<file path="src/sv/uartrf_pkg.sv">
// ----------------------------------------------------------------------------
// uartrf_pkg: shared types and helpers for the serial byte rings
// Ring depth, pointer and count types, the operation codes, and the
// pointer arithmetic that both rings use.
// ----------------------------------------------------------------------------
package uartrf_pkg;

  localparam int unsigned RING_DEPTH = 64;
  localparam int unsigned PTR_W      = (RING_DEPTH > 1) ? $clog2(RING_DEPTH) : 1;
  localparam int unsigned CNT_W      = 6;
  localparam int unsigned BYTE_W     = 8;
  localparam int unsigned OP_W       = 3;

  typedef logic [PTR_W-1:0]  ptr_t;
  typedef logic [PTR_W:0]    ptr_ext_t;
  typedef logic [CNT_W-1:0]  cnt_t;
  typedef logic [BYTE_W-1:0] byte_t;

  typedef enum logic [OP_W-1:0] {
    OP_ARRIVAL    = 3'd0,
    OP_HOST_READ  = 3'd1,
    OP_HOST_WRITE = 3'd2,
    OP_SLOT_FREE  = 3'd3,
    OP_RX_FLUSH   = 3'd4
  } op_e;

  // Advance a pointer, wrapping at the ring depth.
  function automatic ptr_t ring_next(ptr_t p);
    ptr_t n;
    if (p == ptr_t'(RING_DEPTH - 1)) begin
      n = '0;
    end else begin
      n = p + ptr_t'(1);
    end
    return n;
  endfunction

  // Bytes held between tail and head, reported in the low count bits.
  function automatic cnt_t ring_count(ptr_t head, ptr_t tail);
    ptr_ext_t                  diff;
    logic [PTR_W+CNT_W-1:0]    ext;
    diff = {1'b0, head} - {1'b0, tail};
    if (head < tail) begin
      diff = diff + ptr_ext_t'(RING_DEPTH);
    end
    ext = {{CNT_W{1'b0}}, diff[PTR_W-1:0]};
    return ext[CNT_W-1:0];
  endfunction

endpackage

</file>
<file path="src/sv/uartrf_ram.sv">
// ----------------------------------------------------------------------------
// uartrf_ram: generic single-write, single-read RAM
// One write port and one read port with registered read data; a read and
// a write to the same address in one cycle return the old contents.
// ----------------------------------------------------------------------------
module uartrf_ram #(
  parameter int unsigned Width = 8,
  parameter int unsigned Depth = 64,
  localparam int unsigned AddrW = (Depth > 1) ? $clog2(Depth) : 1
) (
  input  logic             clk_i,
  input  logic             we_i,
  input  logic [AddrW-1:0] waddr_i,
  input  logic [Width-1:0] wdata_i,
  input  logic             re_i,
  input  logic [AddrW-1:0] raddr_i,
  output logic [Width-1:0] rdata_o
);

  logic [Width-1:0] mem_q [Depth];
  logic [Width-1:0] rdata_q;

  always_ff @(posedge clk_i) begin
    if (we_i) begin
      mem_q[waddr_i] <= wdata_i;
    end
    if (re_i) begin
      rdata_q <= mem_q[raddr_i];
    end
  end

  assign rdata_o = rdata_q;

endmodule

</file>
<file path="src/sv/uart_rx_tx_ring_fifo_core.sv">
// ----------------------------------------------------------------------------
// uart_rx_tx_ring_fifo_core: receive and transmit byte rings of a serial port
// Arriving bytes fill the receive ring and the host drains it; host writes
// fill the transmit ring, drained on transmit slot-free events while the
// transmit enable flag is set. Every result reports receive ring status.
// ----------------------------------------------------------------------------
//
//  channel | direction | handshake             | payload
//  --------+-----------+-----------------------+-------------------------------
//  in      | input     | in_valid_i/in_ready_o | opcode, data byte, error flags
//  out     | output    | out_valid_o/out_ready_i | read/send bytes, flags, status
//
// Cycles: one transaction per cycle unless a stalled result holds in_ready_o
//   low; a result appears the cycle after its input transaction is accepted
//   (pointer update, RAM write and RAM read all happen at the accepting edge,
//   the RAM read data register is the result stage).
// Stalls: in_ready_o drops only while a result waits and out_ready_i is low;
//   the result and RAM read data then hold.
// Reset: all pointers, the transmit enable flag and the result valid clear
//   at once; the ring RAMs are not cleared (entries are read only after
//   they were written).
//
module uart_rx_tx_ring_fifo_core
  import uartrf_pkg::*;
(
  input  logic       clk_i,
  input  logic       rst_ni,
  // input transactions
  input  logic       in_valid_i,
  output logic       in_ready_o,
  input  logic [2:0] opcode_i,
  input  logic [7:0] data_byte_i,
  input  logic       overrun_error_i,
  input  logic       framing_error_i,
  input  logic       noise_error_i,
  // result transactions
  output logic       out_valid_o,
  input  logic       out_ready_i,
  output logic [7:0] read_byte_o,
  output logic       read_valid_o,
  output logic       arrival_dropped_o,
  output logic       write_accepted_o,
  output logic [7:0] send_byte_o,
  output logic       send_valid_o,
  output logic       transmit_enable_o,
  output logic [5:0] receive_count_o,
  output logic [7:0] peek_byte_o,
  output logic       peek_valid_o,
  output logic [5:0] transmit_count_o
);

  // Ring pointers and the transmit enable flag.
  ptr_t  rx_head_q, rx_head_d;
  ptr_t  rx_tail_q, rx_tail_d;
  ptr_t  tx_head_q, tx_head_d;
  ptr_t  tx_tail_q, tx_tail_d;
  logic  tx_en_q, tx_en_d;

  // Result stage.
  logic  out_valid_q;
  logic  read_valid_q, read_valid_d;
  logic  dropped_q, dropped_d;
  logic  accepted_q, accepted_d;
  logic  send_valid_q, send_valid_d;
  logic  peek_byp_q, peek_byp_d;
  byte_t byp_data_q;

  logic  accept;
  logic  in_err;
  ptr_t  rx_nxt, tx_nxt;
  logic  rx_we, tx_we;
  op_e   op;

  byte_t rd_rdata, peek_rdata, tx_rdata;

  // Take a new transaction unless a result is stuck at the output.
  assign in_ready_o = !out_valid_q || out_ready_i;
  assign accept     = in_valid_i && in_ready_o;

  assign in_err = overrun_error_i | framing_error_i | noise_error_i;
  assign rx_nxt = ring_next(rx_head_q);
  assign tx_nxt = ring_next(tx_head_q);
  assign op     = op_e'(opcode_i);

  always_comb begin
    rx_head_d    = rx_head_q;
    rx_tail_d    = rx_tail_q;
    tx_head_d    = tx_head_q;
    tx_tail_d    = tx_tail_q;
    tx_en_d      = tx_en_q;
    read_valid_d = 1'b0;
    dropped_d    = 1'b0;
    accepted_d   = 1'b0;
    send_valid_d = 1'b0;
    rx_we        = 1'b0;
    tx_we        = 1'b0;
    case (op)
      OP_ARRIVAL: begin
        // Drop on any receiver error or when only the spare slot is left.
        if (in_err || rx_nxt == rx_tail_q) begin
          dropped_d = 1'b1;
        end else begin
          rx_we     = 1'b1;
          rx_head_d = rx_nxt;
        end
      end
      OP_HOST_READ: begin
        if (rx_head_q != rx_tail_q) begin
          read_valid_d = 1'b1;
          rx_tail_d    = ring_next(rx_tail_q);
        end
      end
      OP_HOST_WRITE: begin
        // Enable the transmitter even when the write is rejected.
        if (tx_nxt != tx_tail_q) begin
          tx_we      = 1'b1;
          tx_head_d  = tx_nxt;
          accepted_d = 1'b1;
        end
        tx_en_d = 1'b1;
      end
      OP_SLOT_FREE: begin
        if (tx_en_q) begin
          if (tx_head_q == tx_tail_q) begin
            tx_en_d = 1'b0;
          end else begin
            send_valid_d = 1'b1;
            tx_tail_d    = ring_next(tx_tail_q);
          end
        end
      end
      OP_RX_FLUSH: begin
        // Stored bytes stay; only the pointers rewind.
        rx_head_d = '0;
        rx_tail_d = '0;
      end
      default: begin
      end
    endcase
    // A byte landing in an empty ring is its own head: forward it past
    // the read-old-data RAM.
    peek_byp_d = rx_we && (rx_head_q == rx_tail_q);
  end

  always_ff @(posedge clk_i or negedge rst_ni) begin
    if (!rst_ni) begin
      rx_head_q    <= '0;
      rx_tail_q    <= '0;
      tx_head_q    <= '0;
      tx_tail_q    <= '0;
      tx_en_q      <= 1'b0;
      out_valid_q  <= 1'b0;
      read_valid_q <= 1'b0;
      dropped_q    <= 1'b0;
      accepted_q   <= 1'b0;
      send_valid_q <= 1'b0;
      peek_byp_q   <= 1'b0;
    end else begin
      if (accept) begin
        rx_head_q    <= rx_head_d;
        rx_tail_q    <= rx_tail_d;
        tx_head_q    <= tx_head_d;
        tx_tail_q    <= tx_tail_d;
        tx_en_q      <= tx_en_d;
        out_valid_q  <= 1'b1;
        read_valid_q <= read_valid_d;
        dropped_q    <= dropped_d;
        accepted_q   <= accepted_d;
        send_valid_q <= send_valid_d;
        peek_byp_q   <= peek_byp_d;
      end else if (out_ready_i) begin
        out_valid_q <= 1'b0;
      end
    end
  end

  // Payload: no reset needed.
  always_ff @(posedge clk_i) begin
    if (accept) begin
      byp_data_q <= data_byte_i;
    end
  end

  // Receive store, copy for host reads: read at the old tail.
  uartrf_ram #(
    .Width (BYTE_W),
    .Depth (RING_DEPTH)
  ) u_rx_rd_ram (
    .clk_i   (clk_i),
    .we_i    (accept && rx_we),
    .waddr_i (rx_head_q),
    .wdata_i (data_byte_i),
    .re_i    (accept),
    .raddr_i (rx_tail_q),
    .rdata_o (rd_rdata)
  );

  // Receive store, copy for the status peek: read at the new tail.
  uartrf_ram #(
    .Width (BYTE_W),
    .Depth (RING_DEPTH)
  ) u_rx_peek_ram (
    .clk_i   (clk_i),
    .we_i    (accept && rx_we),
    .waddr_i (rx_head_q),
    .wdata_i (data_byte_i),
    .re_i    (accept),
    .raddr_i (rx_tail_d),
    .rdata_o (peek_rdata)
  );

  // Transmit store: read at the old tail for slot-free events.
  uartrf_ram #(
    .Width (BYTE_W),
    .Depth (RING_DEPTH)
  ) u_tx_ram (
    .clk_i   (clk_i),
    .we_i    (accept && tx_we),
    .waddr_i (tx_head_q),
    .wdata_i (data_byte_i),
    .re_i    (accept),
    .raddr_i (tx_tail_q),
    .rdata_o (tx_rdata)
  );

  // Status comes straight from the pointers, which change only on accept.
  assign out_valid_o       = out_valid_q;
  assign read_valid_o      = read_valid_q;
  assign read_byte_o       = read_valid_q ? rd_rdata : '0;
  assign arrival_dropped_o = dropped_q;
  assign write_accepted_o  = accepted_q;
  assign send_valid_o      = send_valid_q;
  assign send_byte_o       = send_valid_q ? tx_rdata : '0;
  assign transmit_enable_o = tx_en_q;
  assign receive_count_o   = ring_count(rx_head_q, rx_tail_q);
  assign transmit_count_o  = ring_count(tx_head_q, tx_tail_q);
  assign peek_valid_o      = (rx_head_q != rx_tail_q);
  assign peek_byte_o       = !peek_valid_o ? '0 : (peek_byp_q ? byp_data_q : peek_rdata);

endmodule

</file>
<file path="config.mk">
export PLATFORM = sky130hd
export DESIGN_NAME = uart_rx_tx_ring_fifo_core
export DESIGN_NICKNAME = d
export VERILOG_FILES = /design/src/sv/uartrf_pkg.sv /design/src/sv/uartrf_ram.sv /design/src/sv/uart_rx_tx_ring_fifo_core.sv
export SDC_FILE = /design/constraint.sdc
export NUM_CORES = 1
export LEC_CHECK = 0
export BUFFER_PORTS_ARGS = -buffer_cell sky130_fd_sc_hd__buf_2
export CAP_MARGIN = 0
export CORE_MARGIN = 4
export CORE_UTILIZATION = 55
export CTS_CLUSTER_SIZE = 12
export DETAILED_ROUTE_END_ITERATION = 12
export GPL_TIMING_DRIVEN = 0
export PLACE_DENSITY = 0.76
export SLEW_MARGIN = 20
export SYNTH_ARGS = -nofsm -noshare
export SYNTH_HDL_FRONTEND = slang
export SYNTH_SLANG_ARGS = --single-unit
</file>
<file path="constraint.sdc">
create_clock -name clk_i -period 4.3 [get_ports clk_i]
set_input_delay 0.215 -clock clk_i [delete_from_list [all_inputs] [get_ports clk_i]]
set_output_delay 0.215 -clock clk_i [all_outputs]
set_load 0.02 [all_outputs]
</file>
# [Word level (Yosys, flattened, before mapping)]
# Memory sizes are Yosys's and may differ from the RTL's. A register that Yosys moved wholly into a read port is not among the register bits.
# Index checks and enable logic that the tools add are counted.
[totals] ff_bits=39 ram_bits=1536 in_bits=18 word_cells=89 n_memories=3
[mem_list] memory="u_rx_peek_ram.mem_q" depth=64 word_bits=8 rd=1 rd_clocked_by_memory_dff=1 wr=1 line_no="uartrf_ram.sv:20" rtl="logic [Width-1:0] mem_q [Depth];"
[mem_list] memory="u_rx_rd_ram.mem_q" depth=64 word_bits=8 rd=1 rd_clocked_by_memory_dff=1 wr=1 line_no="uartrf_ram.sv:20"
[mem_list] memory="u_tx_ram.mem_q" depth=64 word_bits=8 rd=1 rd_clocked_by_memory_dff=1 wr=1 line_no="uartrf_ram.sv:20"
[classes] add_sub_neg=8 n_lt_le_gt_ge=2 n_eq_ne=14 n_mux=32 bitwise_logic=3 reduce_logical=15
[ops] operator="$mux 6" n=8
[ops] operator="$add 6x1->6 const B" n=6
[ops] operator="$mux 8" n=4
[ops] operator="$eq 6x6->1 const B" n=4
[ops] operator="$pmux 6 s2" n=2
[ops] operator="$eq 6x6->1" n=3
[ops] operator="$mux 1" n=17
[ops] operator="$lt 6x6->1" n=2
[ops] operator="$ne 6x6->1" n=2
[ops] operator="$sub 6x6->6" n=2
[ops] operator="$eq 3x2->1 const B" n=2
[ops] operator="$reduce_and 3->1" n=2
[ops] operator="$reduce_bool 2->1" n=3
[ops] operator="$logic_and 1x1->1" n=4
[ops] operator="$reduce_and 4->1" n=1
[ops] operator="$eq 3x1->1 const B" n=1
[ops] operator="$eq 3x3->1 const B" n=1
[ops] operator="$logic_not 3->1" n=1
[ops] operator="$logic_or 1x1->1" n=2
[ops] operator="$ne 2x2->1 const B" n=1
[ops] operator="$or 1x1->1" n=2
[ops] operator="$pmux 1 s2" n=1
[ops] operator="$reduce_and 2->1" n=1
[ops] operator="$logic_not 1->1" n=1
[ops] operator="$not 1->1" n=1

# [Logic depth before layout (Yosys ltp)]
[depth] depth_word=9 depth_mapped=16 ltp_nobuf=11

# [Hierarchy]
# A second synthesis with hierarchy kept.
[hier_totals] cells_unflattened=3158 hier_area_um2=63721.1
[by_module_without_submodules] module="uartrf_ram" instances=3 cells_each=940 area_each_um2=20246.9
[by_module_without_submodules] module="uart_rx_tx_ring_fifo_core" instances=1 cells_each=338 area_each_um2=2980.4

# [Least setup slack after synthesis]
# OpenSTA, ideal clock, no wires.
[synth_timing] path_kind="register to register" startpoint="register rx_tail_q[2]" endpoint="register u_rx_peek_ram.rdata_q[3] (netlist: u_rx_peek_ram.rdata_o[3]), read port of u_rx_peek_ram.mem_q (data pin)" setup_ns=0.257 arrival_time_ns=3.547 t_required_ns=4.043 slack_ns=0.496 path_stages_with_launch=17 n_path_buf=5 path_cell_list="dfrtp_1 buf_1 clkbuf_1 inv_1 ha_1 nand3_1 nor3_4 inv_4 a211oi_4 nor2_2 buf_6 or3_1 buf_6 buf_6 a21oi_2 nor3_1 a32o_1"
[synth_between] elab_cells_between_ends=6 classes_between="add/sub (1); eq/ne (2); mux (3)"
[synth_lines] element="start: declaration" line_no="uart_rx_tx_ring_fifo_core.sv:54" rtl="ptr_t rx_tail_q, rx_tail_d;"
[synth_lines] element="start signal: assignment" line_no="uart_rx_tx_ring_fifo_core.sv:161" rtl="rx_tail_q <= rx_tail_d;"
[synth_lines] element="$ne 6x6->1"
[synth_lines] element="named net peek_valid_o" line_no="uart_rx_tx_ring_fifo_core.sv:48" rtl="output logic peek_valid_o,"
[synth_lines] element="$mux 6" line_no="uart_rx_tx_ring_fifo_core.sv:108" rtl="if (rx_head_q != rx_tail_q) begin"
[synth_lines] element="$pmux 6 s2" line_no="uart_rx_tx_ring_fifo_core.sv:97" rtl="case (op)"
[synth_lines] element="end: declaration" line_no="uartrf_ram.sv:21" rtl="logic [Width-1:0] rdata_q;"
# The timed path passes the listed nets, and every way through them passes these cells.
# A chain may end at the register's enable or synchronous reset.

# [Worst setup path after layout]
[layout_timing] startpoint="register rx_tail_q[2]" endpoint="register u_rx_peek_ram.rdata_q[6] (netlist: u_rx_peek_ram.rdata_o[6]), read port of u_rx_peek_ram.mem_q (data pin)"
[layout_between] elab_chain_len=4 elab_cells_between_ends=6 classes_between="add/sub (1); eq/ne (2); mux (3)"
[layout_rtl] element="$add 6x1->6 / $eq 6x6->1 (equally long branches)" line_no="uartrf_pkg.sv:33, uartrf_pkg.sv:30"
[layout_rtl] element="$mux 6" line_no="uartrf_pkg.sv:30" rtl="if (p == ptr_t'(RING_DEPTH - 1)) begin"
[layout_rtl] element="$mux 6" line_no="uart_rx_tx_ring_fifo_core.sv:108"
[layout_rtl] element="$pmux 6 s2 *" line_no="uart_rx_tx_ring_fifo_core.sv:97"
# Mark *: on every way between the ends. The rest lies on a longest branch, timed or not.

==> impl_results.md <==
* All-layer global routing usage at 0.321
* Area leader, netlist: edfxtp_1
* CP dominant cell by count: buf_6
* Die height at about 300 um
* Initial Util at 0.557
* Largest net degree at the start of global routing at 89
* Unrepaired setup endpoints after global routing: true
* Skew final at around 37 ps
* FF+latch area at about 0.032 mm^2
* Cells after Synth at 2752
* Min Tclk post-route at ~4400 ps
* Core area at 0.0855 mm^2
* Number of synthesis warnings at 0
* Critical path depth at 14
* Worst slack, placed at -2110 ps
* Final Cell Area at between 0.05 and 0.06 mm^2
* Synth Register Bits at ~1100
* Pwr Density at about 560 mW/mm^2
* Violated checks: setup timing
* Area of the multi-input gates at about 0.014 mm^2
* Synth top area share at 0.666
* Final Hold Vio Count at 0
* Tightest Pin Transition at 1310 ps
* Syn nets at 2786
* Clk slew on worst S/H paths at roughly 60 ps
* Number of flops mapped to enable cells by yosys at 1056
* Final Setup Violations at 4
* Crit. End Element: flop
* CP Data Arrival Time at 4920 ps
* Ports at 62
* Worst IR Drop VDD at approximately 450 uV
* Filler Cells Inserted at approximately 5800
* Worst hold slack at 21.0 ps
* WP data required at ~4800 ps
* Syn Area/Cell at around 17 um^2
* Ys flop type: edfxtp_1
* WS Path Type: flop to flop
* Worst Hold Class: input pin to flop
* First-pass GRT wire length at between 200 and 250 mm
* DR vias/cell at ~7
* H-Tree Depth at 3
* Top Family by Delay on Critical Path: compound AO/OA/AOI/OAI gates
* DP Area at approximately 0.050 mm^2
* Layout area overhead at 12.3%
* Fmax at 228 MHz
* Post-synthesis sequential area ratio at 0.682
* Share of layout cells above drive strength 1 at 0.246
* DRT Pass-1 Iters at 6
* Area of the die at 0.0914 mm^2
* Netlist cell types at 71
* Die width at between 300 and 400 um
* Sink Count at between 1000 and 1500
* Fin crit share at 1.02
* Total vias in the final route at between 20000 and 30000
* Slowest stage delay, CP at 700 ps
* Num rows at approximately 110
* Hold depth at 1
* Setup ws final at -80.6 ps
* Initial antenna violation count at 4
* Slew Limit Fails at 0
* Worst skew pair latency at 730 ps
* Layout Nets at about 3000
* Port Buf Inserts at 60
* P_leak at ~17 nW
* DR iter-0 viols at around 4400
* Total CTS buffers at between 100 and 150
* CP Launch Type: flop
* Root buffer cell: clkbuf_16
* Maxcap violations at 0
* Avg WL per Cell at 34.7 um
* CP Buf/Inv Count at 5
* Drt total wl at around 140 mm
* Reg2reg path depth at 14
* Max-slew headroom at 0.119
* CP max-delay cell: a2111oi_4
* CP cell instances: buf_6 > clkbuf_8 > inv_1 > ha_2 > nand3_4 > o311a_1 > o31ai_4 > buf_6 > buf_4 > nand2_1 > a21oi_1 > o21ai_1 > a2111oi_4 > a22o_1
* Grt ovf at 0
* Half-perimeter wire length after placement at 96.4 mm
* Status: finished with violations
* GP Congestion at around 1.1
* Post-route DRC at 0
* Vias in the first global route at slightly below 30000
* Cell Area, Synth at 0.0476 mm^2
* Deepest clock path buffer count at 3
* TritonCTS clock tree: built
* Top post-synthesis cells by area: edfxtp_1 (67%), mux4_2 (17%), nand2_1 (2.8%)
* Async SR Flop Fraction at 0.0285
* Routed Antenna Nets at 0
* Crit path max fanout at 10
* TNS Setup at -149 ps
layout make-up:
cell class | instances | area share
Clock buffer | 140 | 0.0539
Timing Repair Buffer | 91 | 0.0143
Multi-Input combinational cell | 1442 | 0.270
Antenna cell | 1 | 0.0000468
Inverter | 23 | 0.00171
Tap cell | 1144 | 0.0267
Clock inverter | 41 | 0.00643
Sequential cell | 1087 | 0.607
Buffer | 196 | 0.0195
state kept, by name, indices dropped and copies added (netlist names):
| signal | flops |
|---|---|
| u_tx_ram.mem_q | 512 |
| tx_tail_q | 6 |
| u_rx_rd_ram.mem_q | 512 |
| rx_head_q | 6 |
| tx_head_q | 6 |
| write_accepted_o | 1 |
| out_valid_o | 1 |
| peek_byp_q | 1 |
| send_valid_o | 1 |
| u_tx_ram.rdata_o | 8 |
| rx_tail_q | 6 |
| byp_data_q | 8 |
| arrival_dropped_o | 1 |
| transmit_enable_o | 1 |
| u_rx_rd_ram.rdata_o | 8 |
| read_valid_o | 1 |
| u_rx_peek_ram.rdata_o | 8 |
per-stage QoR:
step / cells / util / total power [mW]
after floorplan: 2752 / - / 17.6
after global placement: 3956 / 0.577 / 20.7
after detailed placement: 3966 / 0.581 / 20.9
after CTS: 4162 / 0.624 / 29.8
after global routing: 4164 / 0.626 / 30.8
final: 4165 / 0.626 / 30.1
logic make-up (layout without fill, tap and decap cells):
family	after synthesis	in the layout	synth area share
multiplexers	418	418	0.184
adder cells (fa/ha/maj)	16	16	0.00452
AND/OR/NAND/NOR	712	712	0.0648
buffers and inverters	223	491	0.0208
flip-flops	1087	1087	0.682
AO/OA/AOI/OAI	266	266	0.0382
XOR/XNOR	30	30	0.00591
other	0	1	0
worst paths after layout:
path | endpoint | startpoint | slack (ps)
hold reg to reg | transmit_enable_o$_DFFE_PN0P_ | transmit_enable_o$_DFFE_PN0P_ | 550
max in group asynchronous | rx_tail_q[3]$_DFFE_PN0P_ | rst_ni | 3440
min in group asynchronous | send_valid_o$_DFFE_PN0P_ | rst_ni | 210
setup reg to reg | u_rx_peek_ram.rdata_o[6]$_DFFE_PP_ | rx_tail_q[2]$_DFFE_PN0P_ | -80
hold / removal | u_tx_ram.mem_q[52][2]$_DFFE_PP_ | data_byte_i[2] | 20
setup / recovery | u_rx_peek_ram.rdata_o[6]$_DFFE_PP_ | rx_tail_q[2]$_DFFE_PN0P_ | -80
routing by layer:
layer  global-route usage  share of wire
met4                0.186          0.073
met1                0.416           0.34
met5                    0        0.00022
met2                0.499           0.47
met3               0.0815           0.12
power by group:
part | internal (mW) | leakage, nW | total, mW | switching (mW)
Sequential | 11.8 | 9.90 | 11.9 | 0.109
Combinational | 3.61 | 5.38 | 9.32 | 5.72
Clock | 4.84 | 1.56 | 8.86 | 4.02
cells in the mapped netlist, types with 28 or more instances:
cell	count
buf_2	48
a21oi_1	97
clkbuf_1	93
edfxtp_1	1056
o21ai_0	28
mux2i_1	47
nand3_1	72
nor2_1	170
buf_1	42
dfrtp_1	31
nand2_1	358
mux4_2	365
worst register-to-register path, stage by stage (launching register included):
cell and delay, ps:
dfrtp_1 410, buf_6 210, clkbuf_8 220, inv_1 70
ha_2 380, nand3_4 160, o311a_1 380, o31ai_4 370
buf_6 230, buf_4 280, nand2_1 90, a21oi_1 220
o21ai_1 200, a2111oi_4 700, a22o_1 310
layout by cell type, fill, tap and decap left out, types with 22 or more instances in the layout:
master | Yosys | routed
o21ai_0 | 28 | 28
nand4_1 | 22 | 22
mux4_2 | 365 | 365
buf_6 | 7 | 22
edfxtp_1 | 1056 | 1056
nor2_1 | 170 | 163
clkbuf_16 | 0 | 111
clkbuf_1 | 93 | 100
nand2_1 | 358 | 358
buf_2 | 48 | 87
nand3_1 | 72 | 70
mux2i_1 | 47 | 46
a21oi_1 | 97 | 96
buf_1 | 42 | 27
dfrtp_1 | 31 | 29
buf_4 | 10 | 31
repair_timing:
action / 4_1_cts / 5_1_grt
hold buffers: 13 / 0
setup endpoints to repair: 17 / 190
hold endpoints to repair: 292 / 0
buffers inserted: 4 / 4
pin swaps: 6 / 7
gates resized for setup: 90 / 50
Note: power is estimated with default switching activity, not from simulation.
